**src/rtl/chs_pkg.sv**
```systemverilog
// Shared types and constants of the CHS/LBA address translator.
package chs_pkg;

   localparam int BLOCK_WIDTH_DEFAULT = 64;
   localparam int QUEUE_DEPTH_DEFAULT = 4;

   localparam logic [7:0] CSR_HEADS   = 8'd0;
   localparam logic [7:0] CSR_SECTORS = 8'd1;

   localparam logic [7:0] HEADS_RESET   = 8'd16;
   localparam logic [7:0] SECTORS_RESET = 8'd63;

   localparam logic [7:0] FIXED_HEAD_LIMIT   = 8'd16;
   localparam logic [8:0] FIXED_SECTOR_LIMIT = 9'd63;

   localparam logic CMD_CHS_TO_LBA = 1'b0;
   localparam logic CMD_LBA_TO_CHS = 1'b1;

   localparam logic [2:0] STATUS_OK           = 3'd0;
   localparam logic [2:0] STATUS_ZERO_HEADS   = 3'd1;
   localparam logic [2:0] STATUS_ZERO_SECTORS = 3'd2;
   localparam logic [2:0] STATUS_ZERO_SECTOR  = 3'd3;
   localparam logic [2:0] STATUS_HEAD_BIG     = 3'd4;
   localparam logic [2:0] STATUS_SECTOR_BIG   = 3'd5;

   typedef struct packed {
      logic [7:0] heads;
      logic [7:0] sectors;
   } chs_geom_type;

endpackage

```
**src/rtl/chs_front.sv**
```systemverilog
// Front end: takes request items and classifies geometry and range errors.
module chs_front #(
   parameter int BLOCK_WIDTH = chs_pkg::BLOCK_WIDTH_DEFAULT
) (
   input  chs_pkg::chs_geom_type geom,
   input  logic                  req_push,
   input  logic                  req_cmd,
   input  logic [31:0]           req_cylinder_in,
   input  logic [7:0]            req_head_in,
   input  logic [7:0]            req_sector_in,
   input  logic [63:0]           req_block_in,
   input  logic                  q_full,
   output logic                  q_push,
   output logic [BLOCK_WIDTH+51:0] q_data
);
   import chs_pkg::*;

   logic [2:0] status;

   always_comb begin
      status = STATUS_OK;
      if (geom.heads == 8'd0) begin
         status = STATUS_ZERO_HEADS;
      end else if (geom.sectors == 8'd0) begin
         status = STATUS_ZERO_SECTORS;
      end else if (req_cmd == CMD_CHS_TO_LBA) begin
         if (req_sector_in == 8'd0) begin
            status = STATUS_ZERO_SECTOR;
         end else if (req_head_in > geom.heads) begin
            status = STATUS_HEAD_BIG;
         end else if (req_sector_in > geom.sectors) begin
            status = STATUS_SECTOR_BIG;
         end
      end
   end

   assign q_push = req_push & ~q_full;
   assign q_data = {req_cmd, status, req_cylinder_in, req_head_in, req_sector_in,
                    req_block_in[BLOCK_WIDTH-1:0]};

endmodule

```
**config.mk**
```make
export PLATFORM = sky130hd
export DESIGN_NAME = chs_front
export DESIGN_NICKNAME = d
export VERILOG_FILES = /design/src/rtl/chs_pkg.sv /design/src/rtl/chs_front.sv
export SDC_FILE = /design/constraint.sdc
export NUM_CORES = 1
export LEC_CHECK = 0
export BUFFER_PORTS_ARGS = -buffer_cell sky130_fd_sc_hd__buf_2
export CORE_AREA = 3 3 96 98
export DETAILED_ROUTE_END_ITERATION = 10
export DIE_AREA = 0 0 99 101
export PLACE_DENSITY = 0.5
export SETUP_SLACK_MARGIN = 0.3
export SLEW_MARGIN = 20
export SYNTH_ARGS = -nofsm -noshare
export SYNTH_HDL_FRONTEND = slang
export SYNTH_SLANG_ARGS = --single-unit
```
**constraint.sdc**
```tcl
create_clock -name vclk -period 1.6
set_clock_uncertainty 0.15 [all_clocks]
set_input_delay 0.08 -clock vclk [all_inputs]
set_output_delay 0.08 -clock vclk [all_outputs]
set_load 0.01 [all_outputs]
```
# After elaboration in Yosys (flattened, before gate mapping)
# Cells that the tools add are included.
# totals
reg_bits	0
out_inout_bits	117
wordCells	13
# op_classes
n_lt_le_gt_ge	2
muxes	6
bitwise_logic	2
reduce_logical	3
# op_table
operator	n
zero test 8 bit	3
two-way mux 3 bit	6
> comparator 8 bit	2
bitwise AND 1 bit	1
inverter 1 bit	1

# Logic depth before layout (Yosys ltp)
# logic_depth
ltp_word	7
depth_mapped	7

# Worst setup path before layout
# Ideal clock, no wire load.
# synth_path
path_type	input-to-output
start	input geom[9] (netlist bit)
end	output q_data[112]
arrival_time_ns	1.262
setup_slack_ns	0.108
stages	7
path_buffers	0
cell_sequence	inv_1 ha_1 nor2b_2 o211ai_2 a21oi_1 o21a_1 o31ai_1
# synth_via
elab_chain_len	6
# synth_rtl
item	line	source
start, declared	chs_front.sv:5	input chs_pkg::chs_geom_type geom,
> comparator 8 bit	chs_front.sv:29	end else if (req_head_in > geom.heads) begin
two-way mux 3 bit	chs_front.sv:29	
two-way mux 3 bit	chs_front.sv:27	if (req_sector_in == 8'd0) begin
two-way mux 3 bit	chs_front.sv:26	end else if (req_cmd == CMD_CHS_TO_LBA) begin
two-way mux 3 bit	chs_front.sv:24	end else if (geom.sectors == 8'd0) begin
two-way mux 3 bit *	chs_front.sv:22	if (geom.heads == 8'd0) begin
end, declared	chs_front.sv:14	output logic [BLOCK_WIDTH+51:0] q_data
# Mark *: on every way between the ends. The rest lies on a longest branch, timed or not.

# Worst setup path in the final report
# layout_path
start	input geom[9] (netlist bit)
end	output q_data[114]
# The elaborated chain is that of the path after synthesis.

==> metrics.cfg <==
[global_route]
grt_pass1_vias=963
grt_usage_pct=6.01
met2_usage_pct=10.7
top_usage_layer=met2
met1_usage_pct=5.47
antenna_found_initial=0
grt_max_degree=4
use_met3_pct=1.11
grt-ovfl-total=0
grt_pass1_wl_um=4840

[worst_setup_path]
crit_path_start=geom[9]
crit_fanout=2
startpoint_type=input pin
arrival_ns=1.48
end_kind=output port
required_ns=1.37
critical_path_class=input pin to output port

[power]
vdd_ir_drop_max_mv=0.0768
powerDensity_nw_per_um2=250
leakage_nw=0.688
power.total_mw=0.372

[routing]
drc_errors=0
drtPass1Iterations=2
ant_nets=0
wl_per_cell_um=12.7
drt-initial-drc-count=5
vias=943
vias_per_cell=3.60
wl_um=3330

[timing]
setup_violations=2
worst_pin_slew_ns=0.343
min_period_over_period_pct=107
rsz0062_at_grt=true
fin_setup_tns_ns=-0.129
layout_setup_ws_ns=-0.112
whs_ns=0.0100
hold_viol=0
min_period_ns=1.71
max_freq_ghz=0.584
final_max_slew_viol_count=0
max_slew_margin_pct=76.9

[floorplanning]
initial_core_util_pct=16.0
io_pins=248
die_h_um=101
die_x_um=99
core_area_um2=8550
fp-row-count=34
dieArea_um2=10000

[synthesis]
syn-cell-area_um2=1370
syn_inst=187
ys_seq_area_share_pct=0
netlist.area_leader.share_pct=61.9
yosysWarningCount=0
synth.top_cells.by_count=113 x buf_4, 18 x inv_1, 16 x ha_1
synth_area_per_cell_um2=7.33
synth_area_leaders=buf_4 62%, ha_1 15%, inv_1 4.9%, a21oi_1 3.6%, nand4_1 1.8%
synth_largest_area_cell=buf_4
synth_nets=334
synth_most_common_cell=buf_4
synth_cell_types=23

[layout]
seq_cell_count=0
n_clock_buffer=0
final_layout_size_suffix_gt1_share_pct=74.0
multi_input_area_um2=682
diodes=0
nNetsFinal=303
instances_no_fill=262
ff_latch_area_um2=0
area_growth_pct=8.39
fillers=977

[placed_design]
io_buffers=56
place_inst=258
gp_congestion=0.790
hpwl_um=2850

[worst_hold_path]
holdPathStages=0
hp-class=input pin to output port
hp-start=req_cylinder_in[20]
holdPathEnd=q_data[100]

[run_status]
outcome=finished with violations
violations=setup timing

[flow_run]
drv_cap=0

## cells by family after synthesis
family	Yosys count	synth area share [%]
buffers and inverters	131	66.8
adders and majority gates	16	14.6
AOI/OAI and AO/OA	20	9.49
and+or+nand+nor	20	9.12
## final cells by class
type                            instances  area share (%)
Tap cell                              108            9.09
Multi-Input combinational cell         56            45.9
Timing Repair Buffer                   80            39.5
Inverter                               18            5.56
## routing by layer
metal  vias to the layer above  wire length (um)
met5                         -                 0
met4                         0               346
met3                        46               404
met2                        56              1630
met1                       411               953
li1                        430                 -
## cells in the final DEF, fill, tap and decap left out
master,instances
a2111oi_4,1
a21oi_1,8
a21oi_2,2
a21oi_4,1
buf_2,40
buf_4,21
buf_6,15
buf_8,4
ha_1,7
ha_4,9
inv_1,10
inv_2,4
inv_4,3
inv_8,1
nand2_1,2
nand2_2,1
nand4_1,4
nand4_4,1
nor2_1,2
nor2_4,1
nor2b_1,1
nor2b_4,2
nor4_1,2
nor4_2,1
nor4_4,1
o211ai_1,1
o211ai_2,1
o21a_1,1
o21ai_1,1
o21ai_2,2
o22ai_4,1
o31ai_4,1
or2_1,1
or4_4,1
## worst max path at each step
stage	slack, ns	endpoint	depth (start not counted)
after floorplan	0.12	q_data[114]	7
final	-0.11	q_data[114]	9
after global routing	-0.21	q_data[114]	9
after CTS	-0.20	q_data[114]	9
after global placement	-0.27	q_data[114]	9
after detailed placement	-0.29	q_data[114]	9
## metrics by stage
step                      cell area, um^2  setup WS (ns)  util (%)
after detailed placement             1120         -0.288      13.1
after global placement               1120         -0.269      13.1
after CTS                            1440         -0.197      16.8
after global routing                 1490         -0.208      17.4
after floorplan                      1410          0.120         -
final                                1490         -0.112      17.4
## report_power, final
| part | switching [mW] | internal (mW) |
|---|---|---|
| sequential | 0 | 0 |
| combinational | 0.168 | 0.204 |
| clock | 0 | 0 |
| total | 0.168 | 0.204 |
## critical path, stage by stage
cell	delay (ns)
buf_8	0.09
inv_8	0.03
ha_4	0.25
nor2b_4	0.13
o211ai_2	0.10
a21oi_2	0.18
o21ai_2	0.09
a2111oi_4	0.35
buf_2	0.18
## timing repair
action | 4_1_cts | 5_1_grt
endpoints found under the setup margin | 3 | 3
resized for setup | 54 | 13
hold buffers | 0 | 0
setup buffers | 4 | 0
pin swaps | 16 | 12
Power figures use the tool's default switching activity.
