**src/rtl/chs_pkg.sv**
```systemverilog
// Shared types and constants of the CHS/LBA address translator.
package chs_pkg;

   localparam int BLOCK_WIDTH_DEFAULT = 64;
   localparam int QUEUE_DEPTH_DEFAULT = 4;

   localparam logic [7:0] CSR_HEADS   = 8'd0;
   localparam logic [7:0] CSR_SECTORS = 8'd1;

   localparam logic [7:0] HEADS_RESET   = 8'd16;
   localparam logic [7:0] SECTORS_RESET = 8'd63;

   localparam logic [7:0] FIXED_HEAD_LIMIT   = 8'd16;
   localparam logic [8:0] FIXED_SECTOR_LIMIT = 9'd63;

   localparam logic CMD_CHS_TO_LBA = 1'b0;
   localparam logic CMD_LBA_TO_CHS = 1'b1;

   localparam logic [2:0] STATUS_OK           = 3'd0;
   localparam logic [2:0] STATUS_ZERO_HEADS   = 3'd1;
   localparam logic [2:0] STATUS_ZERO_SECTORS = 3'd2;
   localparam logic [2:0] STATUS_ZERO_SECTOR  = 3'd3;
   localparam logic [2:0] STATUS_HEAD_BIG     = 3'd4;
   localparam logic [2:0] STATUS_SECTOR_BIG   = 3'd5;

   typedef struct packed {
      logic [7:0] heads;
      logic [7:0] sectors;
   } chs_geom_type;

endpackage

```
**src/rtl/chs_fifo.sv**
```systemverilog
// Small item queue between the front end and the back end.
module chs_fifo #(
   parameter int DATA_WIDTH = 116,
   parameter int DEPTH      = chs_pkg::QUEUE_DEPTH_DEFAULT
) (
   input  logic                  clock,
   input  logic                  reset,
   input  logic                  push,
   input  logic [DATA_WIDTH-1:0] wdata,
   input  logic                  pop,
   output logic [DATA_WIDTH-1:0] rdata,
   output logic                  full,
   output logic                  empty
);
   localparam int AW = $clog2(DEPTH);
   localparam int CW = $clog2(DEPTH + 1);

   logic [DATA_WIDTH-1:0] mem_ff [0:DEPTH-1];
   logic [AW-1:0] wr_ptr_ff, wr_ptr_in, rd_ptr_ff, rd_ptr_in;
   logic [CW-1:0] count_ff, count_in;
   logic do_push, do_pop;

   assign do_push = push & ~full;
   assign do_pop  = pop & ~empty;
   assign full    = (count_ff == CW'(DEPTH));
   assign empty   = (count_ff == '0);
   assign rdata   = mem_ff[rd_ptr_ff];

   always_comb begin
      wr_ptr_in = wr_ptr_ff;
      rd_ptr_in = rd_ptr_ff;
      count_in  = count_ff;
      if (do_push) begin
         wr_ptr_in = (wr_ptr_ff == AW'(DEPTH - 1)) ? '0 : wr_ptr_ff + AW'(1);
      end
      if (do_pop) begin
         rd_ptr_in = (rd_ptr_ff == AW'(DEPTH - 1)) ? '0 : rd_ptr_ff + AW'(1);
      end
      if (do_push && !do_pop) begin
         count_in = count_ff + CW'(1);
      end else if (!do_push && do_pop) begin
         count_in = count_ff - CW'(1);
      end
   end

   always_ff @(posedge clock) begin
      if (reset) begin
         wr_ptr_ff <= '0;
         rd_ptr_ff <= '0;
         count_ff  <= '0;
      end else begin
         wr_ptr_ff <= wr_ptr_in;
         rd_ptr_ff <= rd_ptr_in;
         count_ff  <= count_in;
      end
   end

   always_ff @(posedge clock) begin
      if (do_push) begin
         mem_ff[wr_ptr_ff] <= wdata;
      end
   end

endmodule

```
**config.mk**
```make
export PLATFORM = sky130hd
export DESIGN_NAME = chs_fifo
export DESIGN_NICKNAME = d
export VERILOG_FILES = /design/src/rtl/chs_pkg.sv /design/src/rtl/chs_fifo.sv
export SDC_FILE = /design/constraint.sdc
export NUM_CORES = 1
export LEC_CHECK = 0
export BUFFER_PORTS_ARGS = -buffer_cell sky130_fd_sc_hd__buf_2
export CORE_MARGIN = 3
export CORE_UTILIZATION = 40
export DETAILED_ROUTE_END_ITERATION = 8
export PLACE_DENSITY = 0.58
export SYNTH_ARGS = -nofsm -noshare
export SYNTH_HDL_FRONTEND = slang
export SYNTH_SLANG_ARGS = --single-unit
```
**constraint.sdc**
```tcl
create_clock -name clock -period 11.25 [get_ports clock]
set_input_delay 2.25 -clock clock [delete_from_list [all_inputs] [get_ports clock]]
set_output_delay 2.25 -clock clock [all_outputs]
set_load 0.01 [all_outputs]
```
=== Word level (Yosys, flattened, before mapping) ===
Memories as Yosys holds them, arrays and structs flattened. A register that Yosys moved wholly into a read port is not among the register bits.
Cells that the tools add are included.
Widths: inputs -> output; s select.

* Bits in registers: 7
* Latch bits: 0
* Bits in writable memories: 464
* ROM bits: 0
* Input bits: 120
* Output and inout bits: 118
* Memories kept: 1

{| class="wikitable"
|+ Memory list
! name !! words !! width !! rd ports !! clocked after memory_dff !! wr ports !! RTL line !! RTL
|-
| mem_ff || 4 || 116 || 1 || 1 || 1 || chs_fifo.sv:18 || <nowiki>logic [DATA_WIDTH-1:0] mem_ff [0:DEPTH-1];</nowiki>
|}

* Add/sub/neg operators: 4
* $mul: 0
* Div/mod/pow operators: 0
* $lt $le $gt $ge: 0
* Equality and inequality tests: 3
* Shifts and indexed selects: 0
* Muxes and demuxes: 8
* Bitwise operators: 4
* Reduce and logical (&&, ||, !) cells: 6

{| class="wikitable"
|+ Operators with widths
! kind !! number
|-
| $mux 2 || 4
|-
| $mux 3 || 2
|-
| $add 2x1->2 const B || 2
|-
| $eq 2x2->1 const B || 2
|-
| $add 3x1->3 const B || 1
|-
| $eq 3x3->1 const B || 1
|-
| $logic_not 3->1 || 1
|-
| $sub 3x1->3 const B || 1
|-
| $and 1x1->1 || 2
|-
| $logic_and 1x1->1 || 2
|-
| $logic_not 1->1 || 2
|-
| $mux 1 || 2
|-
| $not 1->1 || 2
|-
| $reduce_bool 2->1 || 1
|}

=== Depth between registers and ports, before layout ===
Gate-level depths: netlist (run 1).

* Depth in word-level cells: 7
* Depth in mapped cells: 10
* Mapped depth without buffers: 9

=== Worst setup path after synthesis (run 1) ===
OpenSTA, ideal clock, no wires.

* Path type: input to register
* Start point: input port push
* End point: memory mem_ff[3][0] (enable)
* Setup time: 0.489 ns
* Arrival: 4.976 ns
* Setup slack: 5.785 ns
* Stages on the path: 1
* Path buffers: 0
* Cells stage by stage: and3_1

* Longest elaborated chain between the ends: 3

{| class="wikitable"
|+ RTL lines
! item !! RTL line !! RTL
|-
| start, declared || chs_fifo.sv:8 || <nowiki>input logic push,</nowiki>
|-
| $and 1x1->1 || chs_fifo.sv:23 || <nowiki>assign do_push = push & ~full;</nowiki>
|-
| $mux 1 || chs_fifo.sv:59 || <nowiki>if (do_push) begin</nowiki>
|-
| $mux 1 (implied by the code) || chs_fifo.sv:60 || <nowiki>mem_ff[wr_ptr_ff] <= wdata;</nowiki>
|-
| end, declared || chs_fifo.sv:18 ||
|}

No other way between the ends.

==> results.toml, run 1 <==
[final_layout]
layout_common_cells = "edfxtp_1, buf_2, mux4_2, clkbuf_16, clkbuf_1"
multi_input_area_um2 = 2900
final_util = 0.487
regArea_um2 = 14100
drive_above_1_share = 0.456
fillers = 3446
final_area_um2 = 20500
layout_commonest_cell = "edfxtp_1"
fin_nets = 1050
syn2layout_area_growth_pct = 19.5

[global_routing]
grt_pass1_wl_um = 49200
first_global_vias = 8245
gr-total-overflow = 0
grt_max_degree = 64
grt_antenna_before_repair = 9
track_usage = 0.144

[routing]
wirelength_um = 32800
drt_iter0_markers = 404
viasPerCell = 5.09
top_layer_used = "met5"
wl_met2_um = 15600
vias = 7648
wl_per_cell_um = 21.8
met3_length_um = 2740
drc = 0
first_pass_iters = 4
ant_nets = 0
met1_length_um = 13700

[floorplan]
boundaryPins = 238
initial_utilization = 0.408
core_um2 = 42100
die_y_um = 213
num_rows = 75
die_w_um = 213
die-area_um2 = 45500

[clock_tree]
cts_tree = "built"
cts_buffers = 47
cts_setup_buffers = 0
clkSinkCount = 473
cts.path.max_buffers = 3
cts_hold_buf = 0
ctsResizeCount = 0
insertion_delay_ns = 0.57
htree_levels = 2
cts_root_buffer = "clkbuf_16"
cts.clk_slew.worst_paths_ns = 0.06

[synthesis]
synthFlopType = "edfxtp_1"
synthArstFlopShare = 0
synth_warnings = 0
seq_area_frac_synth = 0.822
ys_ff_latch = 473
syn_nets = 783
syn_area_um2 = 17200
synth_edf_count = 464
synth_area_per_cell_um2 = 26.2
synthCells = 656
ys_types = 23

[worst_setup_path]
crit_type = "reg -> out"
worst_setup_path_start_kind = "flop"
critPathBufInv = 2
end_kind = "output port"
path_depth = 3
cp.required_ns = 9.00
crit_chain = "buf_4, mux4_2, buf_2"
r2r_cells = 4
max_stage_delay_ns = 0.79
critPathTopFamily = "buffers and inverters"
arrival_ns = 3.03
crit_slowest_cell = "buf_4"
cp_max_fo = 46

[timing]
maxSlewViolCount = 0
tightest_slew_ns = 0.993
clock_skew_ns = 0.0127
slew_headroom = 0.338
tns_ns = 0
fmax_mhz = 189
period_needed_ns = 5.28
finalCritPeriodShare = 0.470
rsz0062_at_grt = "false"
hold_viol_final = 0
fin_ws_ns = 5.97
setup_violations = 0

[job]
max_cap_viol_count = 0

[placement]
place_hpwl_um = 19300
postPlaceCellArea_um2 = 19000
dp_slack_ns = 6.45
port_buffers = 237
gp_congestion = 0.680

[pwr]
powerDensity_nw_per_um2 = 226
vdd_drop_max_v = 0.000133
leakage_nw = 6.83

[run_status]
status = "completed"

[min_path]
hp-class = "reg -> reg"
hold_path_depth = 2
worst min-delay path, cell delays in order, from the launching register on:
cell and delay, ns:
dfxtp_1 0.32, nand2_1 0.06, a21oi_1 0.07
synthesized netlist by cell type (2+ instances only):
cell type,instances,share of area
a21oi_1,3,0.00087
and3_1,4,0.0015
buf_2,14,0.0041
buf_6,6,0.0039
clkbuf_1,8,0.0017
dfxtp_1,9,0.010
edfxtp_1,464,0.81
ha_1,6,0.0044
inv_1,4,0.00087
mux2i_1,2,0.0012
mux4_2,116,0.15
nand3_1,2,0.00058
nor2_1,4,0.00087
nor3_1,2,0.00058
o21ai_0,2,0.00058
or3_1,2,0.00073
xor2_1,2,0.0010
final cells by class:
cell class	instances	area share
Tap cell	539	0.0328
Inverter	5	0.000914
Antenna cell	5	0.000609
Sequential cell	473	0.688
Clock inverter	22	0.0124
Multi-Input combinational cell	150	0.141
Timing Repair Buffer	246	0.0611
Clock buffer	63	0.0633
worst paths after layout:
kind,start,end,slack (ns)
max reg2reg,count_ff[0],mem_ff[2][20],8.23
max,flop,rdata[74],5.97
min reg2reg,rd_ptr_ff[0],flop,0.50
min,rd_ptr_ff[0],flop,0.50
through the flow:
stage	cells	power, mW	hold WS, ns
floorplan	656	2.81	0.463
global placement	1413	3.14	0.469
detailed placement	1413	3.15	0.490
CTS	1498	4.74	0.498
global route	1499	4.87	0.523
finish	1503	4.65	0.497
flip-flops by register name (all words and copies together) (netlist names), named ones only:
signal,count
rd_ptr_ff,2
wr_ptr_ff,2
count_ff,3
mem_ff,464
per-layer routing:
| layer | up-vias | global-route usage |
|---|---|---|
| met5 | - | 0 |
| met4 | 12 | 0.0406 |
| met3 | 57 | 0.0547 |
| met2 | 209 | 0.232 |
| met1 | 4000 | 0.186 |
| li1 | 3370 | - |
where the power goes:
group          total, mW  switching (mW)  internal [mW]
sequential          2.21          0.0748           2.13
combinational      0.874           0.458          0.416
clock               1.57           0.623          0.945
cells by family (layout without fill, tap and decap cells):
family,after synthesis,in the layout,synth area share
mux,118,118,0.153
xor+xnor,2,2,0.00102
buf+inv,33,336,0.0109
flops,473,473,0.822
fa+ha+maj,7,7,0.00554
compound gates,7,7,0.00262
other cells,0,5,0
simple gates,16,16,0.00495
No activity file was read; power rests on OpenSTA's default activity.
==> run 2, diff against run 1 <==
Clock period 11.25 ns to 5.2 ns, I/O delays scaled along.
==> run 2 against run 1 <==
Compared with the run above: combinational power rose by 120%; sequential power up 120%; core utilization grew 0.28 points; largest cell class unchanged; largest power group unchanged.
==> results.toml, run 2 (synthesized netlist as in run 1, its figures left out) <==
[run_status]
status = "completed"

[final_layout]
largest_reg_flops = 464
fin_nets = 1057
regMostFlops = "mem_ff"
fillers = 3385
drive_above_1_share = 0.460
regArea_um2 = 14100
fin_cells = 1513
multi_input_area_um2 = 2900
layout_common_cells = "edfxtp_1, buf_2, mux4_2, clkbuf_16, clkinv_1"
syn2layout_area_growth_pct = 20.2
final_util = 0.490
final_area_um2 = 20600
layout_commonest_cell = "edfxtp_1"
reg_top3 = "mem_ff x464, count_ff x3"

[routing]
first_pass_iters = 6
vias = 7754
drc = 0
drt_iter0_markers = 524
wl_per_cell_um = 22.3
ant_nets = 0
viasPerCell = 5.12
wirelength_um = 33800

[min_path]
hp-class = "reg -> reg"
hold_path_depth = 2
holdCritStartpoint = "rd_ptr_ff[0]"

[job]
max_cap_viol_count = 0

[worst_setup_path]
cp.required_ns = 4.16
regToRegStartpoint = "count_ff[0]"
end_kind = "output port"
arrival_ns = 2.58
crit_slowest_cell = "dfxtp_4"
crit_type = "reg -> out"
worst_setup_path_start_kind = "flop"
crit_chain = "buf_4, mux4_2, buf_2"
reg2reg_slack_ns = 2.86
r2r_cells = 3
worstReg2RegEnd = "mem_ff[2][83]"
cp_max_fo = 36
max_stage_delay_ns = 0.86

[floorplan]
boundaryPins = 238
initial_utilization = 0.408
die-area_um2 = 45500
num_rows = 75
die_w_um = 213
core_um2 = 42100
die_y_um = 213

[pwr]
leakage_nw = 6.87
report.power.total_mw = 10.1
powerDensity_nw_per_um2 = 489
vdd_drop_max_v = 0.000356

[timing]
maxSlewViolCount = 0
clock_skew_ns = 0.0137
whs_ns = 0.499
finalCritPeriodShare = 0.696
period_needed_ns = 3.62
tns_ns = 0
hold_viol_final = 0
tightest_slew_ns = 0.886
slew_headroom = 0.410
fmax_mhz = 276
setup_violations = 0
rsz0062_at_grt = "false"
fin_ws_ns = 1.58

[placement]
gp_congestion = 0.703
postPlaceCellArea_um2 = 19100
port_buffers = 237
dp_slack_ns = 2.05
dp.cells = 1418
place_hpwl_um = 19800

[global_routing]
grt_antenna_before_repair = 5
track_usage = 0.150
grt_pass1_wl_um = 50800
gr-total-overflow = 0
first_global_vias = 8358
grt_max_degree = 117

[clock_tree]
ctsResizeCount = 0
cts_buffers = 49
insertion_delay_ns = 0.56
cts.clk_slew.worst_paths_ns = 0.06
clkSinkCount = 473
cts_setup_buffers = 0
htree_levels = 2
cts_tree = "built"
cts.path.max_buffers = 3
cts_hold_buf = 0
cts_root_buffer = "clkbuf_16"
-- run 2: worst max-delay path: cells and delay by family, from the launching register on --
family	cells	cell delay, ns
muxes	1	0.56
buffers and inverters	2	0.58
DFF	1	0.86
-- run 2: metal layers --
| metal | wire [um] | global-route usage | vias to the layer above | part of all wire |
|---|---|---|---|---|
| li1 | - | - | 3406 | - |
| met1 | 14400 | 0.206 | 4053 | 0.43 |
| met2 | 15800 | 0.230 | 221 | 0.47 |
| met3 | 2730 | 0.0479 | 66 | 0.081 |
| met4 | 786 | 0.0476 | 8 | 0.023 |
| met5 | 43 | 0 | - | 0.0013 |
-- run 2: final cells by class --
class                   count  share of cell area
diodes                      6            0.000727
clock buffers              57              0.0629
clock inverters            32              0.0125
inverters                   5            0.000909
multi-input cells         150               0.140
flip-flops and latches    473               0.684
well taps                 539              0.0327
repair buffers            251              0.0662
-- run 2: worst max path at each step --
stage,endpoint,cells past startpoint,slack (ns)
detailed placement,rdata[81],3,2.05
CTS,rdata[81],3,1.43
finish,rdata[81],3,1.58
global placement,rdata[81],3,2.05
floorplan,mem_ff[3][0],1,0.94
global route,rdata[29],3,1.35
-- run 2: power breakdown --
group	total (mW)	internal [mW]	switching, mW
Combinational	1.95	0.935	1.02
Clock	3.35	1.98	1.37
Sequential	4.79	4.61	0.173
==> run 3, diff against run 2 <==
Settings changed: ABC_AREA from default to 1.
Clock period 5.2 ns to 3.5 ns, I/O delays scaled along.
==> run 3 against run 2 <==
Compared with the run above: cell count rose by 36%; core utilization fell by 0.60 points; sequential share of layout area fell by 1.3 points; setup slack worse by 1.2 ns; first-iteration DRC count is 13% higher; count of clock-buffer cells in the layout is 5 higher; global-route usage increased by 1.4 points; critical path type unchanged.
==> results.toml, run 3 <==
[timing]
setup_violations = 0
fmax_mhz = 320
hold_viol_final = 0
maxSlewViolCount = 0
finalCritPeriodShare = 0.894
clock_skew_ns = 0.0147
period_needed_ns = 3.13
fin_ws_ns = 0.370
rsz0062_at_grt = "false"
tightest_slew_ns = 0.746
slew_headroom = 0.503

[min_path]
holdCritStartpoint = "reset"
hold_path_depth = 2
hp-class = "in -> reg"

[synthesis]
synth_area_leaders = "edfxtp_1, nor2_1, o21ai_0, o22ai_1, o21ai_1"
synth_top_area_cell = "edfxtp_1"
synth.most_common_cell = "edfxtp_1"
synth_warnings = 0
synth_area_per_cell_um2 = 14.9
synthCells = 1193
seq_area_frac_synth = 0.796
syn_area_um2 = 17700
ys_ff_latch = 473
synthFlopType = "edfxtp_1"
synth_top_area_share = 0.786
synth_common_cells = "edfxtp_1, nor2_1, o21ai_0"
synthArstFlopShare = 0
ys_types = 23
synth_edf_count = 464
syn_nets = 1320

[final_layout]
regMostFlops = "mem_ff"
layout_common_cells = "edfxtp_1, nor2_1, buf_2, o21ai_0, o22ai_1"
final_area_um2 = 21000
fillers = 3819
drive_above_1_share = 0.227
fin_cells = 2062
reg_top3 = "mem_ff x464, count_ff x3"
largest_reg_flops = 464
layout_commonest_cell = "edfxtp_1"
fin_nets = 1560
syn2layout_area_growth_pct = 18.7

[placement]
place_hpwl_um = 22400
dp.cells = 1968
port_buffers = 237
gp_congestion = 0.731
dp_slack_ns = 0.906
postPlaceCellArea_um2 = 19500

[clock_tree]
ctsResizeCount = 0
htree_levels = 2
cts_buffers = 48
cts.clk_slew.worst_paths_ns = 0.06
cts_tree = "built"
cts_hold_buf = 0
insertion_delay_ns = 0.57
clkSinkCount = 473
cts.path.max_buffers = 3
cts_root_buffer = "clkbuf_16"
cts_setup_buffers = 0

[routing]
viasPerCell = 5.12
vias = 10600
drt_iter0_markers = 592
ant_nets = 0
wirelength_um = 39000
first_pass_iters = 5
wl_per_cell_um = 18.9
drc = 0

[worst_setup_path]
r2r_cells = 5
crit_end = "rdata[7]"
cp.required_ns = 2.80
cp_max_fo = 64
crit_type = "reg -> out"
end_kind = "output port"
worstReg2RegEnd = "mem_ff[2][50]"
regToRegStartpoint = "count_ff[0]"
arrival_ns = 2.43
worst_setup_path_start_kind = "flop"
reg2reg_slack_ns = 1.35

[global_routing]
grt_pass1_wl_um = 60300
grt_max_degree = 131
grt_antenna_before_repair = 13
gr-total-overflow = 0
first_global_vias = 10500
track_usage = 0.164

[floorplan]
initial_utilization = 0.408
boundaryPins = 238
core_um2 = 43500
die_w_um = 216
die_y_um = 216
num_rows = 76
die-area_um2 = 46900

[job]
max_cap_viol_count = 0

[pwr]
powerDensity_nw_per_um2 = 775
vdd_drop_max_v = 0.000645
leakage_nw = 7.31

[run_status]
status = "completed"
-- run 3: cell types whose count changed in the layout (fill, tap and decap cells not counted), moves of 5 or more --
| cell | change |
|---|---|
| nor2_1 | +241 |
| mux4_2 | -116 |
| clkbuf_1 | +7 |
| clkinv_2 | -5 |
| inv_1 | +12 |
| o21ai_1 | +71 |
| o22ai_1 | +116 |
| o21ai_0 | +160 |
| nand2_1 | +13 |
| buf_12 | +7 |
| buf_4 | +8 |
-- run 3: cell type report --
type / instances / area [um2] / area share
sequential: 473 / 14100 / 0.671
multi-input combinational: 626 / 3050 / 0.145
timing repair buffer: 266 / 1570 / 0.0745
clock buffer: 62 / 1270 / 0.0606
tap: 585 / 732 / 0.0348
clock inverter: 26 / 198 / 0.00940
inverter: 18 / 77.6 / 0.00369
antenna: 6 / 15.0 / 0.000714
-- run 3: layer usage --
metal / wire [um] / share of wire / up-vias / global-route usage
li1: - / - / 4996 / -
met1: 16900 / 0.43 / 5228 / 0.213
met2: 18300 / 0.47 / 244 / 0.265
met3: 2850 / 0.073 / 69 / 0.0529
met4: 806 / 0.021 / 16 / 0.0490
met5: 101 / 0.0026 / - / 0
-- run 3: stage by stage --
| stage | hold WS [ns] | util | TNS (ns) | power, mW |
|---|---|---|---|---|
| after global placement | 0.519 | 0.450 | 0 | 11.6 |
| after floorplan | 0.483 | - | -392.70 | 9.96 |
| final | 0.301 | 0.484 | 0 | 16.3 |
| after detailed placement | 0.532 | 0.450 | 0 | 11.7 |
| after global routing | 0.278 | 0.484 | 0 | 17.2 |
| after CTS | 0.266 | 0.484 | 0 | 16.5 |
-- run 3: power by group --
part           leakage, nW  switching (mW)  total (mW)  internal, mW
sequential            4.33           0.235        7.13          6.90
combinational         2.27            2.88        4.36          1.48
clock                0.718            2.03        4.81          2.78
total                 7.31            5.14        16.3          11.2
-- run 3: worst min path at each step --
stage | end | slack (ns)
floorplan | flop | 0.48
global placement | count_ff[1] | 0.52
detailed placement | flop | 0.53
CTS | count_ff[0] | 0.27
global route | count_ff[0] | 0.28
finish | count_ff[0] | 0.30
-- run 3: worst max-delay path, cell delays in order, from the launching register on --
cell	delay (ns)
dfxtp_4	0.51
inv_4	0.12
buf_4	0.60
o21ai_0	0.19
o22ai_1	0.20
buf_2	0.17
-- run 3: logic make-up (layout without fill, tap and decap cells) --
| logic type | after synthesis | count (layout) | synth area share |
|---|---|---|---|
| adders and majority gates | 7 | 7 | 0.00537 |
| other | 0 | 6 | 0 |
| buffers and inverters | 94 | 372 | 0.0332 |
| xor gates and xnor gates | 1 | 1 | 0.000494 |
| DFF | 473 | 473 | 0.796 |
| AOI/OAI and AO/OA | 351 | 351 | 0.107 |
| and+or+nand+nor | 267 | 267 | 0.0572 |
